**config.mk**
```make
export PLATFORM = sky130hd
export DESIGN_NAME = bitmap_first_fit_allocator_top
export DESIGN_NICKNAME = d
export VERILOG_FILES = /design/src/rtl/core/bffa_pkg.sv /design/src/rtl/core/bffa_ram.sv /design/src/rtl/core/bffa_datapath.sv /design/src/rtl/core/bffa_ctrl.sv /design/src/rtl/core/bitmap_first_fit_allocator_top.sv
export SDC_FILE = /design/constraint.sdc
export NUM_CORES = 1
export LEC_CHECK = 0
export BUFFER_PORTS_ARGS = -buffer_cell sky130_fd_sc_hd__buf_2
export CAP_MARGIN = 15
export CELL_PAD_IN_SITES_DETAIL_PLACEMENT = 1
export CELL_PAD_IN_SITES_GLOBAL_PLACEMENT = 1
export CORE_ASPECT_RATIO = 0.5
export CORE_UTILIZATION = 57
export DETAILED_ROUTE_END_ITERATION = 6
export PLACE_DENSITY = 0.89
export SLEW_MARGIN = 10
export SYNTH_ARGS = -nofsm -noshare
export SYNTH_HDL_FRONTEND = slang
export SYNTH_SLANG_ARGS = --single-unit
export TNS_END_PERCENT = 30
```
**constraint.sdc**
```tcl
create_clock -name i_clk -period 6.1 [get_ports i_clk]
set_input_delay 1.525 -clock i_clk [delete_from_list [all_inputs] [get_ports i_clk]]
set_output_delay 1.525 -clock i_clk [all_outputs]
set_load 0.03 [all_outputs]
```
**src/rtl/core/bffa_pkg.sv**
```systemverilog
// Shared types and codes for the bitmap first-fit allocator.
package bffa_pkg;

    localparam logic KIND_ALLOC = 1'b0;
    localparam logic KIND_FREE  = 1'b1;

    typedef enum logic [1:0] {
        ST_OK         = 2'd0,
        ST_NO_SPACE   = 2'd1,
        ST_NOT_ALLOC  = 2'd2,
        ST_TABLE_FULL = 2'd3
    } t_status;

    typedef struct packed {
        logic        kind;
        logic [15:0] alloc_size;
        logic [10:0] free_offset;
    } t_req;

    typedef struct packed {
        t_status     status;
        logic [10:0] block_offset;
    } t_rsp;

    // Commands from the controller to the datapath.
    typedef struct packed {
        logic    load;
        logic    size_step;
        logic    fit_init;
        logic    fit_step;
        logic    slot_init;
        logic    slot_step;
        logic    mark_alloc;
        logic    mark_free;
        logic    mark_step;
        logic    mul_lo;
        logic    res_load;
        t_status res_status;
    } t_cmd;

    // Conditions reported back by the datapath.
    typedef struct packed {
        logic size_more;
        logic cnt_over;
        logic fit_more;
        logic fit_ok;
        logic slot_more;
        logic slot_full;
        logic mark_more;
        logic hit;
        logic last_entry;
        logic res_free;
    } t_sts;

endpackage

```
**src/rtl/core/bffa_ram.sv**
```systemverilog
// Generic single-write, single-read RAM with registered read data.
module bffa_ram #(
    parameter int WIDTH = 8,
    parameter int DEPTH = 32
) (
    input  logic                                     i_clk,
    input  logic                                     i_we,
    input  logic [((DEPTH > 1) ? $clog2(DEPTH) : 1)-1:0] i_waddr,
    input  logic [WIDTH-1:0]                         i_wdata,
    input  logic [((DEPTH > 1) ? $clog2(DEPTH) : 1)-1:0] i_raddr,
    output logic [WIDTH-1:0]                         o_rdata
);
    logic [WIDTH-1:0] r_mem [DEPTH];
    logic [WIDTH-1:0] r_rdata;

    always_ff @(posedge i_clk) begin
        if (i_we) begin
            r_mem[i_waddr] <= i_wdata;
        end
        r_rdata <= r_mem[i_raddr];
    end

    assign o_rdata = r_rdata;

endmodule

```
**src/rtl/core/bffa_datapath.sv**
```systemverilog
// Allocator datapath: bucket map, entry table, scan counters and result register.
module bffa_datapath #(
    parameter int NUM_BUCKETS   = 32,
    parameter int BUCKET_BYTES  = 64,
    parameter int TABLE_ENTRIES = 32
) (
    input  logic          i_clk,
    input  logic          i_rst_n,
    input  bffa_pkg::t_req i_req,
    input  bffa_pkg::t_cmd i_cmd,
    output bffa_pkg::t_sts o_sts,
    input  logic          i_rsp_ready,
    output logic          o_rsp_valid,
    output bffa_pkg::t_rsp o_rsp
);
    import bffa_pkg::*;

    localparam int SW    = $clog2(NUM_BUCKETS);
    localparam int LW    = $clog2(NUM_BUCKETS + 1);
    localparam int CW    = $clog2(NUM_BUCKETS + 2);
    localparam int IW    = $clog2(TABLE_ENTRIES + 1);
    localparam int TW    = (TABLE_ENTRIES > 1) ? $clog2(TABLE_ENTRIES) : 1;
    localparam int BBW   = $clog2(BUCKET_BYTES + 1);
    localparam int MW    = ((LW + BBW + 1) > 12) ? (LW + BBW + 1) : 12;
    localparam int AW    = $clog2((NUM_BUCKETS + 1) * BUCKET_BYTES + 1);
    localparam int ACC_W = (AW > 16) ? AW : 17;

    logic              r_kind;
    logic [15:0]       r_size;
    logic [10:0]       r_offset;
    logic [ACC_W-1:0]  r_acc;
    logic [CW-1:0]     r_cnt;
    logic [LW-1:0]     r_b;
    logic [LW-1:0]     r_run;
    logic [LW-1:0]     r_begin;
    logic [IW-1:0]     r_idx;
    logic [SW-1:0]     r_cursor;
    logic [LW-1:0]     r_rem;
    logic [NUM_BUCKETS-1:0]   r_taken;
    logic [TABLE_ENTRIES-1:0] r_active;
    logic [MW-1:0]     r_lo;
    logic [10:0]       r_offs;
    logic              r_out_valid;
    t_rsp              r_out;

    logic [SW+LW-1:0]  ram_wdata;
    logic [SW+LW-1:0]  ram_rdata;
    logic [SW-1:0]     rd_start;
    logic [LW-1:0]     rd_len;
    logic [MW-1:0]     begin_bytes;
    logic [MW-1:0]     start_bytes;
    logic [MW-1:0]     off_ext;

    assign ram_wdata = {r_begin[SW-1:0], r_cnt[LW-1:0]};
    assign rd_start  = ram_rdata[SW+LW-1:LW];
    assign rd_len    = ram_rdata[LW-1:0];

    bffa_ram #(
        .WIDTH (SW + LW),
        .DEPTH (TABLE_ENTRIES)
    ) u_entry_ram (
        .i_clk   (i_clk),
        .i_we    (i_cmd.mark_alloc),
        .i_waddr (r_idx[TW-1:0]),
        .i_wdata (ram_wdata),
        .i_raddr (r_idx[TW-1:0]),
        .o_rdata (ram_rdata)
    );

    assign begin_bytes = MW'(r_begin) * MW'(BUCKET_BYTES);
    assign start_bytes = MW'(rd_start) * MW'(BUCKET_BYTES);
    assign off_ext     = MW'(r_offset);

    always_comb begin
        o_sts.size_more  = (r_acc < ACC_W'(r_size)) && (r_cnt <= CW'(NUM_BUCKETS));
        o_sts.cnt_over   = r_cnt > CW'(NUM_BUCKETS);
        o_sts.fit_more   = (r_b < LW'(NUM_BUCKETS)) && (CW'(r_run) < r_cnt);
        o_sts.fit_ok     = CW'(r_run) == r_cnt;
        o_sts.slot_more  = (r_idx < IW'(TABLE_ENTRIES)) && r_active[r_idx[TW-1:0]];
        o_sts.slot_full  = r_idx == IW'(TABLE_ENTRIES);
        o_sts.mark_more  = r_rem != '0;
        // offset lies inside the entry's first bucket
        o_sts.hit        = r_active[r_idx[TW-1:0]] && (off_ext >= r_lo)
                           && (off_ext < r_lo + MW'(BUCKET_BYTES));
        o_sts.last_entry = r_idx == IW'(TABLE_ENTRIES - 1);
        o_sts.res_free   = !r_out_valid || i_rsp_ready;
    end

    // Payload registers, no reset needed.
    always_ff @(posedge i_clk) begin
        r_offs <= begin_bytes[10:0];
        if (i_cmd.load) begin
            r_kind   <= i_req.kind;
            r_size   <= i_req.alloc_size;
            r_offset <= i_req.free_offset;
            r_acc    <= ACC_W'(BUCKET_BYTES);
            r_cnt    <= CW'(1);
        end else if (i_cmd.size_step) begin
            r_acc <= r_acc + ACC_W'(BUCKET_BYTES);
            r_cnt <= r_cnt + CW'(1);
        end
        if (i_cmd.fit_init) begin
            r_b     <= '0;
            r_run   <= '0;
            r_begin <= '0;
        end else if (i_cmd.fit_step) begin
            r_b <= r_b + LW'(1);
            if (r_taken[r_b[SW-1:0]]) begin
                r_run   <= '0;
                r_begin <= r_b + LW'(1);
            end else begin
                r_run <= r_run + LW'(1);
            end
        end
        if (i_cmd.load || i_cmd.slot_init) begin
            r_idx <= '0;
        end else if (i_cmd.slot_step) begin
            r_idx <= r_idx + IW'(1);
        end
        if (i_cmd.mul_lo) begin
            r_lo <= start_bytes;
        end
        if (i_cmd.mark_alloc) begin
            r_cursor <= r_begin[SW-1:0];
            r_rem    <= r_cnt[LW-1:0];
        end else if (i_cmd.mark_free) begin
            r_cursor <= rd_start;
            r_rem    <= rd_len;
        end else if (i_cmd.mark_step) begin
            r_cursor <= r_cursor + SW'(1);
            r_rem    <= r_rem - LW'(1);
        end
        if (i_cmd.res_load) begin
            r_out.status       <= i_cmd.res_status;
            r_out.block_offset <= (i_cmd.res_status == ST_OK && r_kind == KIND_ALLOC)
                                  ? r_offs : 11'd0;
        end
    end

    // Heap state and result handshake.
    always_ff @(posedge i_clk) begin
        if (!i_rst_n) begin
            r_taken     <= '0;
            r_active    <= '0;
            r_out_valid <= 1'b0;
        end else begin
            if (i_cmd.mark_step) begin
                r_taken[r_cursor] <= (r_kind == KIND_ALLOC);
            end
            if (i_cmd.mark_alloc) begin
                r_active[r_idx[TW-1:0]] <= 1'b1;
            end else if (i_cmd.mark_free) begin
                r_active[r_idx[TW-1:0]] <= 1'b0;
            end
            if (i_cmd.res_load) begin
                r_out_valid <= 1'b1;
            end else if (i_rsp_ready) begin
                r_out_valid <= 1'b0;
            end
        end
    end

    assign o_rsp_valid = r_out_valid;
    assign o_rsp       = r_out;

endmodule

```
**src/rtl/core/bffa_ctrl.sv**
```systemverilog
// Allocator controller: sequences size count, fit scan, slot scan, marking and lookup.
module bffa_ctrl (
    input  logic           i_clk,
    input  logic           i_rst_n,
    input  logic           i_req_valid,
    input  logic           i_req_kind,
    output logic           o_req_ready,
    input  bffa_pkg::t_sts i_sts,
    output bffa_pkg::t_cmd o_cmd
);
    import bffa_pkg::*;

    typedef enum logic [3:0] {
        S_IDLE,
        S_SIZE,
        S_FIT,
        S_SLOT,
        S_MARK,
        S_RD,
        S_MUL,
        S_CMP,
        S_DONE
    } t_state;

    t_state  r_state, n_state;
    t_status r_status, n_status;

    always_comb begin
        n_state     = r_state;
        n_status    = r_status;
        o_cmd       = '0;
        o_cmd.res_status = r_status;
        o_req_ready = 1'b0;
        unique case (r_state)
            S_IDLE: begin
                o_req_ready = 1'b1;
                if (i_req_valid) begin
                    o_cmd.load = 1'b1;
                    n_state = (i_req_kind == KIND_FREE) ? S_RD : S_SIZE;
                end
            end
            S_SIZE: begin
                if (i_sts.size_more) begin
                    o_cmd.size_step = 1'b1;
                end else if (i_sts.cnt_over) begin
                    n_status = ST_NO_SPACE;
                    n_state  = S_DONE;
                end else begin
                    o_cmd.fit_init = 1'b1;
                    n_state = S_FIT;
                end
            end
            S_FIT: begin
                if (i_sts.fit_more) begin
                    o_cmd.fit_step = 1'b1;
                end else if (!i_sts.fit_ok) begin
                    n_status = ST_NO_SPACE;
                    n_state  = S_DONE;
                end else begin
                    o_cmd.slot_init = 1'b1;
                    n_state = S_SLOT;
                end
            end
            S_SLOT: begin
                if (i_sts.slot_more) begin
                    o_cmd.slot_step = 1'b1;
                end else if (i_sts.slot_full) begin
                    n_status = ST_TABLE_FULL;
                    n_state  = S_DONE;
                end else begin
                    o_cmd.mark_alloc = 1'b1;
                    n_status = ST_OK;
                    n_state  = S_MARK;
                end
            end
            S_MARK: begin
                if (i_sts.mark_more) begin
                    o_cmd.mark_step = 1'b1;
                end else begin
                    n_state = S_DONE;
                end
            end
            // wait for the entry read
            S_RD: begin
                n_state = S_MUL;
            end
            S_MUL: begin
                o_cmd.mul_lo = 1'b1;
                n_state = S_CMP;
            end
            S_CMP: begin
                if (i_sts.hit) begin
                    o_cmd.mark_free = 1'b1;
                    n_status = ST_OK;
                    n_state  = S_MARK;
                end else if (i_sts.last_entry) begin
                    n_status = ST_NOT_ALLOC;
                    n_state  = S_DONE;
                end else begin
                    o_cmd.slot_step = 1'b1;
                    n_state = S_RD;
                end
            end
            S_DONE: begin
                // hold until the result register can take the item
                if (i_sts.res_free) begin
                    o_cmd.res_load = 1'b1;
                    n_state = S_IDLE;
                end
            end
            default: begin
                n_state = S_IDLE;
            end
        endcase
    end

    always_ff @(posedge i_clk) begin
        if (!i_rst_n) begin
            r_state  <= S_IDLE;
            r_status <= ST_OK;
        end else begin
            r_state  <= n_state;
            r_status <= n_status;
        end
    end

endmodule

```
**src/rtl/core/bitmap_first_fit_allocator_top.sv**
```systemverilog
// Top level of the bitmap first-fit allocator.
// Handles one request at a time and gives one result item per request. An
// allocate counts the size out in buckets, one bucket per cycle, then runs a
// first-fit pass over the bucket bitmap (one bitmap bit per cycle, at most
// NUM_BUCKETS bits), scans the table slots for a free one (one per cycle) and
// then marks the run. A free scans the entry table, with a RAM read, a
// multiply and a compare for each entry, and then clears the run one bucket
// per cycle. The result sits in an output register, so a new request is
// taken while it waits.
module bitmap_first_fit_allocator_top #(
    parameter int NUM_BUCKETS   = 32,
    parameter int BUCKET_BYTES  = 64,
    parameter int TABLE_ENTRIES = 32
) (
    input  logic           i_clk,
    input  logic           i_rst_n,
    input  logic           i_req_valid,
    output logic           o_req_ready,
    input  bffa_pkg::t_req i_req,
    output logic           o_rsp_valid,
    input  logic           i_rsp_ready,
    output bffa_pkg::t_rsp o_rsp
);
    import bffa_pkg::*;

    t_cmd cmd;
    t_sts sts;

    bffa_ctrl u_ctrl (
        .i_clk       (i_clk),
        .i_rst_n     (i_rst_n),
        .i_req_valid (i_req_valid),
        .i_req_kind  (i_req.kind),
        .o_req_ready (o_req_ready),
        .i_sts       (sts),
        .o_cmd       (cmd)
    );

    bffa_datapath #(
        .NUM_BUCKETS   (NUM_BUCKETS),
        .BUCKET_BYTES  (BUCKET_BYTES),
        .TABLE_ENTRIES (TABLE_ENTRIES)
    ) u_dp (
        .i_clk       (i_clk),
        .i_rst_n     (i_rst_n),
        .i_req       (i_req),
        .i_cmd       (cmd),
        .o_sts       (sts),
        .i_rsp_ready (i_rsp_ready),
        .o_rsp_valid (o_rsp_valid),
        .o_rsp       (o_rsp)
    );

endmodule

```
==> run metrics <==
outcome=finished clean; IO Port Bufs=40; Final Wtd Congestion=0.9371; Area growth, synth to finish=10.18%; Slowest-stage cell, CP=nor2_1; Multi-input gate area=6731 um2; Core Region=37,660 um2; Req. time, crit path=6.29 ns; DR vias=around 14,000; CTS sink cnt=530; leak pwr=7.822 nW; Fin. Hold Viols=0; Initial Utilization=0.5823; fill count=3,362; Commonest cells post-synth=edfxtp_1, dfxtp_1, mux4_2; Crit Path Max Fanout=67; Skew-Pair Late Insertion Delay=~0.6 ns; GRT Overall Usage=0.3417; First-pass DRT Iterations=6; DRT antenna net count=0; die width=279.4 um; chip height=140.7 um; RSZ-0062 raised after global routing=false; cts hold-fix bufs=0; cell taking the most area after synthesis=edfxtp_1; Setup Viol. Count Final=0; vias in the first global route=14,740; CTS Buf Count=45; cell with the most instances after synthesis=edfxtp_1; Reg area=14,660 um2; CTS root buffer=clkbuf_16; TNS Setup=0 ns; pwr dens=around 350 nW/um2; initial antenna violation count=3; clock buffer depth=3; largest net degree at the start of global routing=68; Async S/R FF share, synth=0; Routed WL=66.39 mm; VDD IR max=0.2349 mV; synthesized instance count=1,426; cell breakdown of the critical path=mux2i_1, o22ai_1, o21ai_0, nand4_1, a21oi_2, nand2_1, nor2_1; CP Class=reg2reg; Tightest Pin Transition=1.136 ns; Seq cells post-synth=530; register area share after synthesis=0.6678; CP endpoint kind=register; Pins Over Slew Limit=0; distinct cell type count after synthesis=between 60 and 70; mapped cell area=21,930 um2; first-pass GRT wire length=97.97 mm; Max Freq=approximately 0.22 GHz; Setup crit start kind=register; clock skew=0.02253 ns; die footprint=39,310 um2; average wire per standard cell=33.16 um; synthesized area per cell=15.38 um2; Resize count post-CTS=0; nets=1,518; min cycle time layout=approximately 4.6 ns; max-cap violation count=0; Arrival @ worst endpoint=4.79 ns; Synth area leaders=edfxtp_1, dfxtp_1, mux4_2; CTS tree=yes; post-synth top area share=0.5519; # rows=50; ys flop type=edfxtp_1; grt ovf=0; via/cell ratio=slightly above 7; post-CTS setup repair buffer count=0; layout cells sized above 1=0.1708; slew margin rel.=0.2397; GR peak layer=met2; Largest stage delay, worst path=1.03 ns; Hold WC Path Type=reg2reg; met3 usage=0.08817; clk slew on worst S/H paths=0.06 ns; I/O pins=47; met1 usage=0.4434; met2 GRT Util=0.5551; Tot Pwr=0.008496 W; First DRT Iteration DRCs=2,049; detailed placer's ending HPWL=37.51 mm; H-tree depth=2; final routed DRC violation total=0; synth warn=0; fin crit share=0.7551; Post-synth EDFFs=403
## worst paths after layout
path	from	end	slack, ns	depth (start not counted)
worst max-delay path	u_dp.r_idx[1]	u_dp.u_entry_ram.r_mem[20][4]	1.49	7
worst max register to register	u_dp.r_idx[1]	u_dp.u_entry_ram.r_mem[20][4]	1.49	7
worst min-delay path	u_ctrl.r_status[1]	u_dp.o_rsp[12]	0.47	0
worst min register to register	u_ctrl.r_status[1]	u_dp.o_rsp[12]	0.47	0
## flip-flops by register name (all words and copies together) (netlist names), 2 cells and up, named ones only
| signal | flops |
|---|---|
| u_dp.r_offs | 5 |
| u_dp.u_entry_ram.r_mem | 352 |
| u_dp.o_rsp | 7 |
| u_dp.r_cursor | 5 |
| u_dp.r_offset | 11 |
| u_ctrl.r_state | 4 |
| u_dp.r_acc | 11 |
| u_dp.r_b | 6 |
| u_dp.r_rem | 6 |
| u_dp.r_begin | 5 |
| u_dp.r_size | 16 |
| u_dp.r_run | 6 |
| u_dp.r_cnt | 6 |
| u_ctrl.r_status | 2 |
| u_dp.r_taken | 32 |
| u_dp.u_entry_ram.o_rdata | 11 |
| u_dp.r_lo | 5 |
| u_dp.r_idx | 6 |
## cell families (layout without fill, tap and decap cells)
family / Yosys count / in the layout / synth area share
simple gates: 299 / 299 / 0.07024
compound gates: 238 / 238 / 0.07823
xor+xnor: 34 / 34 / 0.01358
buf+inv: 144 / 194 / 0.02705
other cells: 1 / 7 / 0.0001710
flops: 530 / 530 / 0.6678
mux: 138 / 138 / 0.1190
fa+ha+maj: 42 / 42 / 0.02396
## through the flow
stage / util / std cells / instance area (um2) / hold WS, ns / setup slack [ns]
finish: 0.6415 / 2002 / 24160 / 0.4672 / 1.494
detailed placement: 0.5996 / 1915 / 22580 / 0.4488 / 1.976
global placement: 0.5992 / 1914 / 22570 / 0.4511 / 2.197
floorplan: - / 1431 / 21950 / 0.4080 / 2.688
global route: 0.6415 / 2001 / 24160 / 0.4841 / 1.515
CTS: 0.6410 / 1999 / 24140 / 0.4661 / 1.673
## routing by layer
metal | vias up | part of all wire
met2 | 1069 | 0.48
met5 | - | 0.00029
li1 | 5647 | -
met1 | 7252 | 0.36
met4 | 2 | 0.049
met3 | 266 | 0.11
## critical path: cells and delay by family (launching register included)
family           cells  cell delay (ns)
AND/OR/NAND/NOR      3             1.80
AO/OA/AOI/OAI        3             1.00
multiplexers         1             0.34
flip-flops           1             1.02
## power by group
group	switching, W	internal, W	total, W	leakage, nW
logic	0.000654	0.000323	0.000978	2.32
clock network	0.00139	0.00175	0.00314	0.763
registers	0.000249	0.00413	0.00438	4.74
total	0.00229	0.00621	0.00850	7.82
## layout make-up
type | count | share of cell area
diodes | 1 | 0.0001036
clock inverters | 26 | 0.01455
multi-input cells | 757 | 0.2786
well taps | 520 | 0.02693
repair buffers | 64 | 0.01605
flip-flops and latches | 530 | 0.6067
inverters | 46 | 0.007147
clock buffers | 58 | 0.04992
## layout by cell type, fill, tap and decap left out, types with 8 or more instances in the layout
master and count:
nand4_1 23, mux2i_1 39, and3_1 17, a22oi_1 43, xnor2_1 17, nor2b_1 9
xor2_1 17, bufinv_16 8, a32o_1 30, edfxtp_1 403, dfxtp_1 120, o22ai_1 9
buf_4 23, nand3_1 44, mux4_2 98, clkbuf_1 11, clkinv_1 9, nor2_1 88
nor3_1 9, ha_1 42, and2_1 13, nand2_1 43, a311oi_1 32, buf_2 40
a21oi_1 51, inv_1 44, o21ai_0 27, a31oi_1 13, clkbuf_16 46, clkinv_2 8
Power figures use the tool's default switching activity.
